`src/hdl/es2utc_pkg.sv`:
```
// ----------------------------------------------------------------------------
// es2utc_pkg
// Shared types, constants and calendar functions for the epoch-seconds to
// UTC calendar converter.
// ----------------------------------------------------------------------------
package es2utc_pkg;

	localparam int unsigned EpochW   = 32;
	localparam int unsigned DaysW    = 16;
	localparam int unsigned RemW     = 17;
	localparam int unsigned YearW    = 8;
	localparam int unsigned YdayW    = 9;
	localparam int unsigned OutDataW = 48;
	localparam int unsigned MulAW    = 25;
	localparam int unsigned MulBW    = 26;
	localparam int unsigned ProdW    = 51;

	// Each divisor is split into a power of two and an odd factor. The odd factor
	// is divided by multiplying with the rounded-up reciprocal, which is exact
	// over the whole operand range: 2^35 / 675, 2^19 / 7, 2^21 / 225, 2^14 / 15.
	localparam logic [MulBW-1:0] RecipDay  = 26'd50903317;
	localparam logic [MulBW-1:0] RecipWeek = 26'd74899;
	localparam logic [MulBW-1:0] RecipHour = 26'd9321;
	localparam logic [MulBW-1:0] RecipMin  = 26'd1093;

	localparam logic [9:0] DayDivisor  = 10'd675;
	localparam logic [2:0] WeekDivisor = 3'd7;
	localparam logic [7:0] HourDivisor = 8'd225;
	localparam logic [3:0] MinDivisor  = 4'd15;

	// Weekday of 1970-01-01 (Thursday) and the first year relative to 1900.
	localparam logic [DaysW-1:0] EpochWeekday = 16'd4;
	localparam logic [YearW-1:0] FirstYear    = 8'd70;
	localparam logic [3:0]       LastMonth    = 4'd11;

	typedef enum logic [2:0] {
		ST_IDLE,
		ST_DIV_DAY,
		ST_DIV_WEEK,
		ST_DIV_HOUR,
		ST_DIV_MIN,
		ST_YEAR,
		ST_MONTH,
		ST_DONE
	} state_t;

	typedef enum logic [1:0] {
		DIV_DAY,
		DIV_WEEK,
		DIV_HOUR,
		DIV_MIN
	} div_sel_t;

	typedef struct packed {
		logic     load;
		logic     div_step;
		div_sel_t div_sel;
		logic     year_step;
		logic     month_step;
		logic     publish;
	} cmd_t;

	typedef struct packed {
		logic div_last;
		logic year_done;
		logic month_done;
	} sts_t;

	// Leap rule over 1900 + y for any 8-bit y: 1900 and 2100 are the only
	// century years in range that are not leap years.
	function automatic logic is_leap(input logic [YearW-1:0] y);
		return (y[1:0] == 2'd0) && (y != 8'd0) && (y != 8'd200);
	endfunction

	function automatic logic [YdayW-1:0] year_len(input logic [YearW-1:0] y);
		return is_leap(y) ? 9'd366 : 9'd365;
	endfunction

	function automatic logic [4:0] month_len(input logic leap, input logic [3:0] mon);
		logic [4:0] len;
		case (mon)
			4'd0, 4'd2, 4'd4, 4'd6, 4'd7, 4'd9, 4'd11: len = 5'd31;
			4'd1:                                      len = leap ? 5'd29 : 5'd28;
			default:                                   len = 5'd30;
		endcase
		return len;
	endfunction

endpackage

```
`src/hdl/epoch_seconds_to_utc_calendar_core.sv`:
```
// ----------------------------------------------------------------------------
// epoch_seconds_to_utc_calendar_core
// Converts unsigned seconds since 1970-01-01 00:00:00 UTC to broken-down
// Gregorian UTC calendar time.
// ----------------------------------------------------------------------------
// Each input word is taken when the core is idle and converted step by step:
// four divisions by constants (86400, 7, 3600 and 60), each a reciprocal
// multiply followed by a remainder step, then a walk over the whole years
// since 1970 and a walk over the whole months into the year, and last the
// load of the result word into the output register. The core goes back to
// idle after that load and can then take the next input word, so it does not
// take a new word before it is through with the last one. A finished word
// sits in its own output register, so the next input word is accepted while
// the previous result still waits for the sink; a new result only waits if
// the previous one has not yet gone.
module epoch_seconds_to_utc_calendar_core (
	input  logic        clk,
	input  logic        arst_n,
	input  logic        s_tvalid,
	output logic        s_tready,
	input  logic [31:0] s_tdata,  // [31:0] epoch_seconds
	output logic        m_tvalid,
	input  logic        m_tready,
	// [5:0] second, [11:6] minute, [16:12] hour, [19:17] weekday,
	// [27:20] years_since_1900, [36:28] day_of_year, [40:37] month,
	// [45:41] day_of_month, [47:46] zero
	output logic [47:0] m_tdata
);

	es2utc_pkg::cmd_t cmd;
	es2utc_pkg::sts_t sts;

	es2utc_ctrl u_ctrl (
		.clk      (clk),
		.arst_n   (arst_n),
		.s_tvalid (s_tvalid),
		.s_tready (s_tready),
		.m_tvalid (m_tvalid),
		.m_tready (m_tready),
		.sts      (sts),
		.cmd      (cmd)
	);

	es2utc_dp u_dp (
		.clk           (clk),
		.epoch_seconds (s_tdata),
		.cmd           (cmd),
		.sts           (sts),
		.result        (m_tdata)
	);

endmodule

```
`src/hdl/es2utc_ctrl.sv`:
```
// ----------------------------------------------------------------------------
// es2utc_ctrl
// Sequencer for the converter: steps the datapath through the four
// divisions, the year walk and the month walk, and owns the output valid.
// ----------------------------------------------------------------------------
module es2utc_ctrl (
	input  logic               clk,
	input  logic               arst_n,
	input  logic               s_tvalid,
	output logic               s_tready,
	output logic               m_tvalid,
	input  logic               m_tready,
	input  es2utc_pkg::sts_t   sts,
	output es2utc_pkg::cmd_t   cmd
);

	es2utc_pkg::state_t state_q, state_d;
	logic               out_valid_q;

	always_ff @(posedge clk or negedge arst_n) begin
		if (!arst_n) begin
			state_q <= es2utc_pkg::ST_IDLE;
		end else begin
			state_q <= state_d;
		end
	end

	always_comb begin
		state_d     = state_q;
		cmd         = '0;
		cmd.div_sel = es2utc_pkg::DIV_DAY;
		s_tready    = 1'b0;
		case (state_q)
			es2utc_pkg::ST_IDLE: begin
				s_tready = 1'b1;
				if (s_tvalid) begin
					cmd.load = 1'b1;
					state_d  = es2utc_pkg::ST_DIV_DAY;
				end
			end
			es2utc_pkg::ST_DIV_DAY: begin
				cmd.div_step = 1'b1;
				cmd.div_sel  = es2utc_pkg::DIV_DAY;
				if (sts.div_last) begin
					state_d = es2utc_pkg::ST_DIV_WEEK;
				end
			end
			es2utc_pkg::ST_DIV_WEEK: begin
				cmd.div_step = 1'b1;
				cmd.div_sel  = es2utc_pkg::DIV_WEEK;
				if (sts.div_last) begin
					state_d = es2utc_pkg::ST_DIV_HOUR;
				end
			end
			es2utc_pkg::ST_DIV_HOUR: begin
				cmd.div_step = 1'b1;
				cmd.div_sel  = es2utc_pkg::DIV_HOUR;
				if (sts.div_last) begin
					state_d = es2utc_pkg::ST_DIV_MIN;
				end
			end
			es2utc_pkg::ST_DIV_MIN: begin
				cmd.div_step = 1'b1;
				cmd.div_sel  = es2utc_pkg::DIV_MIN;
				if (sts.div_last) begin
					state_d = es2utc_pkg::ST_YEAR;
				end
			end
			es2utc_pkg::ST_YEAR: begin
				cmd.year_step = 1'b1;
				if (sts.year_done) begin
					state_d = es2utc_pkg::ST_MONTH;
				end
			end
			es2utc_pkg::ST_MONTH: begin
				cmd.month_step = 1'b1;
				if (sts.month_done) begin
					state_d = es2utc_pkg::ST_DONE;
				end
			end
			es2utc_pkg::ST_DONE: begin
				// The result register is free once its previous word has gone.
				if (!out_valid_q || m_tready) begin
					cmd.publish = 1'b1;
					state_d     = es2utc_pkg::ST_IDLE;
				end
			end
			default: begin
				state_d = es2utc_pkg::ST_IDLE;
			end
		endcase
	end

	always_ff @(posedge clk or negedge arst_n) begin
		if (!arst_n) begin
			out_valid_q <= 1'b0;
		end else if (cmd.publish) begin
			out_valid_q <= 1'b1;
		end else if (m_tready) begin
			out_valid_q <= 1'b0;
		end
	end

	assign m_tvalid = out_valid_q;

endmodule

```
`src/hdl/es2utc_dp.sv`:
```
// ----------------------------------------------------------------------------
// es2utc_dp
// Datapath: a shared reciprocal multiplier for the divisions by constants,
// the year and month subtractors, and the result register.
// ----------------------------------------------------------------------------
module es2utc_dp (
	input  logic                                  clk,
	input  logic [es2utc_pkg::EpochW-1:0]         epoch_seconds,
	input  es2utc_pkg::cmd_t                      cmd,
	output es2utc_pkg::sts_t                      sts,
	output logic [es2utc_pkg::OutDataW-1:0]       result
);

	logic [es2utc_pkg::EpochW-1:0]  epoch_q;
	logic                           phase_q;
	logic [es2utc_pkg::MulAW-1:0]   mul_a;
	logic [es2utc_pkg::MulBW-1:0]   mul_b;
	logic [es2utc_pkg::ProdW-1:0]   mul_p;
	logic [es2utc_pkg::ProdW-1:0]   prod_q;

	logic [es2utc_pkg::DaysW-1:0]   day_quo;
	logic [es2utc_pkg::MulAW-1:0]   day_back;
	logic [9:0]                     day_rem;
	logic [es2utc_pkg::DaysW-1:0]   week_num;
	logic [12:0]                    week_quo;
	logic [es2utc_pkg::DaysW-1:0]   week_back;
	logic [2:0]                     wday_nxt;
	logic [4:0]                     hour_quo;
	logic [12:0]                    hour_back;
	logic [7:0]                     hour_rem;
	logic [5:0]                     min_quo;
	logic [9:0]                     min_back;
	logic [3:0]                     min_rem;

	logic [es2utc_pkg::DaysW-1:0]   days_q;
	logic [es2utc_pkg::RemW-1:0]    sod_q;
	logic [11:0]                    rem_q;
	logic [es2utc_pkg::YearW-1:0]   year_q;
	logic [3:0]                     mon_q;
	logic [es2utc_pkg::YdayW-1:0]   yday_q;
	logic [5:0]                     sec_q;
	logic [5:0]                     min_q;
	logic [4:0]                     hour_q;
	logic [2:0]                     wday_q;
	logic [es2utc_pkg::YdayW-1:0]   ylen;
	logic [4:0]                     mlen;

	logic [es2utc_pkg::OutDataW-1:0] out_q;

	assign week_num = days_q + es2utc_pkg::EpochWeekday;

	// The power-of-two part of each divisor is shifted off before the multiply
	// and joined back onto the remainder afterwards.
	always_comb begin
		case (cmd.div_sel)
			es2utc_pkg::DIV_DAY: begin
				mul_a = epoch_q[31:7];
				mul_b = es2utc_pkg::RecipDay;
			end
			es2utc_pkg::DIV_WEEK: begin
				mul_a = {9'd0, week_num};
				mul_b = es2utc_pkg::RecipWeek;
			end
			es2utc_pkg::DIV_HOUR: begin
				mul_a = {12'd0, sod_q[16:4]};
				mul_b = es2utc_pkg::RecipHour;
			end
			es2utc_pkg::DIV_MIN: begin
				mul_a = {15'd0, rem_q[11:2]};
				mul_b = es2utc_pkg::RecipMin;
			end
			default: begin
				mul_a = '0;
				mul_b = '0;
			end
		endcase
	end

	assign mul_p = {26'd0, mul_a} * {25'd0, mul_b};

	assign day_quo   = prod_q[50:35];
	assign day_back  = {9'd0, day_quo} * {15'd0, es2utc_pkg::DayDivisor};
	assign day_rem   = 10'(epoch_q[31:7] - day_back);
	assign week_quo  = prod_q[31:19];
	assign week_back = {3'd0, week_quo} * {13'd0, es2utc_pkg::WeekDivisor};
	assign wday_nxt  = 3'(week_num - week_back);
	assign hour_quo  = prod_q[25:21];
	assign hour_back = {8'd0, hour_quo} * {5'd0, es2utc_pkg::HourDivisor};
	assign hour_rem  = 8'(sod_q[16:4] - hour_back);
	assign min_quo   = prod_q[19:14];
	assign min_back  = {4'd0, min_quo} * {6'd0, es2utc_pkg::MinDivisor};
	assign min_rem   = 4'(rem_q[11:2] - min_back);

	assign ylen = es2utc_pkg::year_len(year_q);
	assign mlen = es2utc_pkg::month_len(es2utc_pkg::is_leap(year_q), mon_q);

	assign sts.div_last   = phase_q;
	assign sts.year_done  = days_q < {7'd0, ylen};
	assign sts.month_done = (mon_q == es2utc_pkg::LastMonth) || (days_q < {11'd0, mlen});

	always_ff @(posedge clk) begin
		if (cmd.load) begin
			epoch_q <= epoch_seconds;
			phase_q <= 1'b0;
		end else if (cmd.div_step) begin
			phase_q <= ~phase_q;
			if (!phase_q) begin
				prod_q <= mul_p;
			end else begin
				// Second phase of one division: keep the quotient and remainder.
				case (cmd.div_sel)
					es2utc_pkg::DIV_DAY: begin
						days_q <= day_quo;
						sod_q  <= {day_rem, epoch_q[6:0]};
					end
					es2utc_pkg::DIV_WEEK: begin
						wday_q <= wday_nxt;
					end
					es2utc_pkg::DIV_HOUR: begin
						hour_q <= hour_quo;
						rem_q  <= {hour_rem, sod_q[3:0]};
					end
					es2utc_pkg::DIV_MIN: begin
						min_q  <= min_quo;
						sec_q  <= {min_rem, rem_q[1:0]};
						year_q <= es2utc_pkg::FirstYear;
						mon_q  <= '0;
					end
					default: begin
					end
				endcase
			end
		end else if (cmd.year_step) begin
			if (!sts.year_done) begin
				days_q <= days_q - {7'd0, ylen};
				year_q <= year_q + 8'd1;
			end else begin
				yday_q <= days_q[es2utc_pkg::YdayW-1:0];
			end
		end else if (cmd.month_step) begin
			if (!sts.month_done) begin
				days_q <= days_q - {11'd0, mlen};
				mon_q  <= mon_q + 4'd1;
			end
		end else if (cmd.publish) begin
			out_q <= {2'd0, 5'(days_q[4:0] + 5'd1), mon_q, yday_q, year_q,
			          wday_q, hour_q, min_q, sec_q};
		end
	end

	assign result = out_q;

endmodule

```
`config.mk`:
```
export PLATFORM = sky130hd
export DESIGN_NAME = epoch_seconds_to_utc_calendar_core
export DESIGN_NICKNAME = d
export VERILOG_FILES = /design/src/hdl/es2utc_pkg.sv /design/src/hdl/epoch_seconds_to_utc_calendar_core.sv /design/src/hdl/es2utc_ctrl.sv /design/src/hdl/es2utc_dp.sv
export SDC_FILE = /design/constraint.sdc
export NUM_CORES = 1
export LEC_CHECK = 0
export BUFFER_PORTS_ARGS = -buffer_cell sky130_fd_sc_hd__buf_2
export CAP_MARGIN = 20
export CELL_PAD_IN_SITES_DETAIL_PLACEMENT = 0
export CELL_PAD_IN_SITES_GLOBAL_PLACEMENT = 2
export CORE_UTILIZATION = 45
export DETAILED_ROUTE_END_ITERATION = 16
export PLACE_DENSITY_LB_ADDON = 0.12
export SYNTH_ARGS = -nofsm -noshare
export SYNTH_HDL_FRONTEND = slang
export SYNTH_SLANG_ARGS = --single-unit
```
`constraint.sdc`:
```
create_clock -name clk -period 21.5 [get_ports clk]
set_input_delay 4.3 -clock clk [delete_from_list [all_inputs] [get_ports clk]]
set_output_delay 4.3 -clock clk [all_outputs]
set_load 0.03 [all_outputs]
```
; Word-level counts from Yosys, hierarchy flattened
; Index checks and enable logic that the tools add are counted.
[totals]
reg_bits = 220
input_bits = 36
elab_cells = 140
[op_classes]
add_sub_neg = 10
mul = 5
n_lt_le_gt_ge = 2
eq_ne = 34
n_mux = 42
bitwise_logic = 5
n_reduce_logical = 26
[ops]
columns = operator, n
row1 = $mux W16, 7
row2 = $pmux W26 S4, 1
row3 = $pmux W25 S4, 1
row4 = $mul A25 B26 Y51, 1
row5 = $mux W8, 5
row6 = $mux W3, 8
row7 = $mux W4, 6
row8 = $pmux W3 S8, 1
row9 = $reduce_and A4 Y1, 5
row10 = $ne A2 B1 Y1 const B, 9
row11 = $add A16 B3 Y16 const B, 1
row12 = $lt A16 B5 Y1, 1
row13 = $lt A16 B9 Y1, 1
row14 = $mul A16 B10 Y10 const B, 1
row15 = $sub A16 B5 Y16, 1
row16 = $sub A16 B9 Y16, 1
row17 = $mul A13 B3 Y3 const B, 1
row18 = $eq A3 B3 Y1 const B, 4
row19 = $eq A4 B3 Y1 const B, 3
row20 = $pmux W3 S4, 1
row21 = $reduce_and A6 Y1, 2
row22 = $mux W1, 10
row23 = $ne A2 B2 Y1 const B, 5
row24 = $pmux W5 S2, 1
row25 = other kinds (33), 47

; Logic depth before layout (Yosys ltp)
[logic_depth]
depth_word = 11
depth_mapped = 39
ltp_nobuf = 35

; Modules after synthesis
; A second synthesis with hierarchy kept.
[unflattened]
cells_unflattened = 2405
area_unflattened_um2 = 24888.9
[modules_own_cells]
columns = mod, instances, cells_per_inst, area_per_inst_um2, seq_area_each_um2
row1 = es2utc_dp, 1, 2366, 24544.8, 5785.5
row2 = es2utc_ctrl, 1, 39, 344.1, 100.1

; Worst setup path after synthesis
; Ideal clock, no wire load.
[synth_timing]
path_type = input-to-reg
start = input port m_tready
end = register u_dp.out_q, in the netlist u_dp.result[0], enable pin
arrival_time_ns = 8.750
required_time_ns = 20.936
slack_ns = 12.186
path_stages = 2
path_buffers = 0
path_cell_list = nor2b_1 -> nor4_1
[synth_between]
elab_chain_cells = 4
[synth_lines]
columns = element, line
row1 = from (decl), epoch_seconds_to_utc_calendar_core.sv:23  ; input logic m_tready,
row2 = $logic_or A1 B1 Y1, es2utc_ctrl.sv:83  ; if (!out_valid_q || m_tready) begin
row3 = $mux W1, es2utc_ctrl.sv:83
row4 = $mux W1, es2utc_ctrl.sv:33  ; case (state_q)
row5 = $reduce_and A5 Y1 (no source line), --
row6 = to (signal assigned), es2utc_dp.sv:146  ; out_q <= {2'd0, 5'(days_q[4:0] + 5'd1), mon_q, yday_q, year_q,
row7 = to (decl), es2utc_dp.sv:48  ; logic [es2utc_pkg::OutDataW-1:0] out_q;
; Every way passes these cells.
; A chain may end at the register's enable or synchronous reset.

; Worst setup path in the final report
[layout_timing]
start = register u_ctrl.state_q[0]
end = register u_dp.prod_q[40] (netlist bit), data pin
[layout_between]
elab_chain_cells = 5
[layout_lines]
columns = element, line
row1 = from (decl), es2utc_ctrl.sv:17  ; es2utc_pkg::state_t state_q, state_d;
row2 = from (signal assigned), es2utc_ctrl.sv:22  ; state_q <= es2utc_pkg::ST_IDLE;
row3 = from (signal assigned), es2utc_ctrl.sv:24  ; state_q <= state_d;
row4 = $eq A3 B3 Y1 (tied with other cells), es2utc_ctrl.sv:33
row5 = $pmux W3 S4 (*), es2utc_ctrl.sv:33
row6 = $eq A2 B2 Y1 (tied with other cells), es2utc_dp.sv:55  ; case (cmd.div_sel)
row7 = $pmux W25 S4 / $pmux W26 S4 (equally long branches), es2utc_dp.sv:55
row8 = $mul A25 B26 Y51 (*), es2utc_dp.sv:79  ; assign mul_p = {26'd0, mul_a} * {25'd0, mul_b};
row9 = "net u_dp.mul_p, one bit", es2utc_dp.sv:18  ; logic [es2utc_pkg::ProdW-1:0] mul_p;
row10 = to (signal assigned), es2utc_dp.sv:108  ; prod_q <= mul_p;
row11 = to (decl), es2utc_dp.sv:19  ; logic [es2utc_pkg::ProdW-1:0] prod_q;
; Mark *: on every way through the listed nets, which the timed path passes. The rest lies on a longest branch. The select of a mux whose other input is x is not followed.

==> impl_metrics.csv <==
group,metric,value,unit
timing,rsz0062_at_grt,"false",
floorplan,floorplan.die.width,237,um
grt,grt_first_pass_wirelength,101000,um
grt,antenna_found_initial,0,
timing,finalClockSkew,0.0192,ns
detailed_routing,final_antenna_net_count,0,
detailed_routing,drt-total-wl,65900,um
floorplan,placementRows,85,
detailed_routing,drt_pre_antenna_iters,8,
clock_network,h_tree_lvls,4,
clock_network,tritoncts,"built",
synthesis,ys_ff_latch,197,
timing,setup_tns,0,ns
detailed_routing,dr_total_vias,16271,
clock_network,numClockSinks,197,
timing,final_critical_path_required_period,10.17,ns
final_layout,final_layout_size_suffix_gt1_share,6.12,%
timing,max_freq,98.4,MHz
synthesis,share_of_flip_flops_with_an_asynchronous_set_or_reset_after_synthesis,2.03,%
grt,grt_overflow,0,
detailed_routing,drcViolationCount,0,
floorplan,overall_die_area,56200,sq um
grt,grt_start_max_net_pins,57,
setup_path,reg2reg_slack,11.33,ns
hold_path,worst_hold_path_type,"reg -> reg",
synthesis,synth-warning-count,0,
hold_path,worstHoldStart,"u_dp.min_q[4]",
setup_path,critPathRequiredTime,21.72,ns
final_layout,n_antenna_cell,0,
synthesis,post_synth.cell_area_avg,10.3,sq um
setup_path,regToRegEndpoint,"u_dp.prod_q[40]",
placement,place.port_buffers,83,
final_layout,final_nets,3246,
floorplan,initial_utilization,45.8,%
setup_path,cpPeakStageDelay,0.60,ns
setup_path,setup.worst_path.class,"reg -> reg",
setup_path,worst-path-buf-inv,11,
clock_network,post_cts_resized,0,
setup_path,crit_path_start_kind,"flop",
synthesis,cell_count_after_synthesis,2414,
setup_path,worstPathMaxFanout,29,
placement,detailed_place_hpwl,56200,um
setup_path,cp.arrival,10.39,ns
grt,first_global_vias,17249,
hold_path,min_delay_path_depth,0,
clock_network,post_cts_buffers,0,
synthesis,synth-seq-area-share,23.7,%
run_status,run_status,"complete, no violations",
grt,gr_util_all_layers,24.5,%
clock_network,numCtsBuffers,17,
floorplan,die_h,237,um
clock_network,cts_root_buf,"clkbuf_16",
detailed_routing,routed_wire_length_per_instance,20.6,um
synthesis,yosys-top-cells-area,"fa_1, edfxtp_1, ha_1, inv_1, xnor2_1",
synthesis,netlist_area,24800,sq um
final_layout,layout.cells.most_common,"inv_1",
setup_path,worstSetupPathDepth,34,
timing,max_slew_margin,31.2,%
timing,worst-slew-pin-transition,1.02,ns
synthesis,synth_cell_type_count,69,
synthesis,synth_top_area_cell,"fa_1",
final_layout,most-common-layout-cells,"inv_1, fa_1, ha_1",
timing,setup_violations,0,
clock_network,clkSlewWorstSetupHoldPaths,0.09,ns
placement,gp_congestion,0.962,
detailed_routing,drt-initial-drc-count,885,
setup_path,cpMaxStageDelayCell,"fa_1",
synthesis,synth_enable_flop_cells,192,
synthesis,synthDominantCellAreaShare,29.2,%
final_layout,syn_to_final_growth,7.49,%
floorplan,core-area,54200,sq um
timing,maxSlewViolCount,0,
setup_path,critical-path-top-cell-by-count,"inv_1",
setup_path,critical_path.top_delay_family,"adder cells",
clock_network,clock_latency,0.49,ns
timing,fin_crit_sh,47.3,%
setup_path,critical_path.reg2reg.startpoint,"u_ctrl.state_q[0]",
job,cap_violations,0,
setup_path,timing.reg2reg.worst_path_depth,34,
hold_path,worstHoldEndpoint,"u_dp.result[10]",
synthesis,synth_top_flop_cell,"edfxtp_1",
timing,finalHoldViolCount,0,
clock_network,cts_max_path_buffers,2,
setup_path,timing.critical_path.to_type,"flop",
detailed_routing,avgViaCountPerCell,5.09,
clock_network,cts_hold_buf,0,
floorplan,design.portCount,86,
==> final cells by class <==
type,count,area (sq um)
tap,696,871
multi-input combinational,1490,16300
sequential,197,5890
timing repair buffer,96,513
fill,5131,27500
clock buffer,17,425
clock inverter,15,183
inverter,687,2580
==> cell families after synthesis <==
| logic type | Yosys count | synth area share, % |
|---|---|---|
| and+or+nand+nor | 419 | 7.82 |
| other | 2 | 0.0302 |
| adders and majority gates | 721 | 47.2 |
| xor gates and xnor gates | 113 | 3.98 |
| DFF | 197 | 23.7 |
| AOI/OAI and AO/OA | 221 | 5.95 |
| buffers and inverters | 739 | 11.2 |
| muxes | 2 | 0.0856 |
==> sequential cells by signal, summed over array words and instances (netlist names) <==
register and flops:
u_dp.sod_q 17, u_ctrl.m_tvalid 1, u_dp.sec_q 6, u_dp.prod_q 28
u_ctrl.state_q 3, u_dp.result 46, u_dp.year_q 8, u_dp.mon_q 4
u_dp.rem_q 12, u_dp.hour_q 5, u_dp.phase_q 1, u_dp.wday_q 3
u_dp.min_q 6, u_dp.yday_q 9, u_dp.days_q 16, u_dp.epoch_q 32
==> worst max-delay path by stage <==
stage / start / to / slack, ns
after floorplan: m_tready / u_dp.result[0] / 12.19
after global placement: u_ctrl.state_q[0] / u_dp.prod_q[43] / 11.56
after detailed placement: u_ctrl.state_q[0] / u_dp.prod_q[44] / 11.40
after CTS: u_ctrl.state_q[0] / u_dp.prod_q[44] / 11.32
after global routing: u_ctrl.state_q[0] / u_dp.prod_q[43] / 10.83
final: u_ctrl.state_q[0] / u_dp.prod_q[40] / 11.33
==> metal layers <==
layer,wire [um],vias up,GRT usage [%]
met2,32300,378,40.9
met5,0,-,0
li1,-,7642,-
met1,28000,8147,31.5
met4,2660,0,10.8
met3,2830,104,3.80
==> through the flow <==
step	setup slack, ns	std cells	area (sq um)	util (%)	hold slack [ns]
6_report	11.33	3198	26700	49.2	0.411
3_5_place_dp	11.40	3166	26100	48.1	0.405
4_1_cts	11.32	3198	26700	49.2	0.412
5_1_grt	10.83	3198	26700	49.2	0.411
3_3_place_gp	11.56	3166	26100	48.1	0.401
2_1_floorplan	12.19	2426	24900	-	0.400
==> synth_stat cells, drive strengths merged, types with 3 or more instances <==
library cell and n:
fa 362, xor2 29, buf 4, a222oi 4, and2 34, o21ai 55
a2111oi 5, nand4 9, and3 15, nand2b 19, a22oi 3, nor2b 18
nand2 143, nor3b 3, ha 359, a31oi 6, or3 8, xnor2 84
a21o 16, or2 6, edfxtp 192, o31ai 6, a22o 3, nor4 5
a221o 4, dfrtp 4, o21a 8, o22ai 5, nand3 22, o311ai 3
inv 687, o211ai 4, nor3 22, a211oi 9, nor2 111, o21bai 7
a21oi 67, clkbuf 48
Power is left out: the tool's default activity adds up to more than one toggle a clock period on the data nets, which glitch-free logic cannot reach.
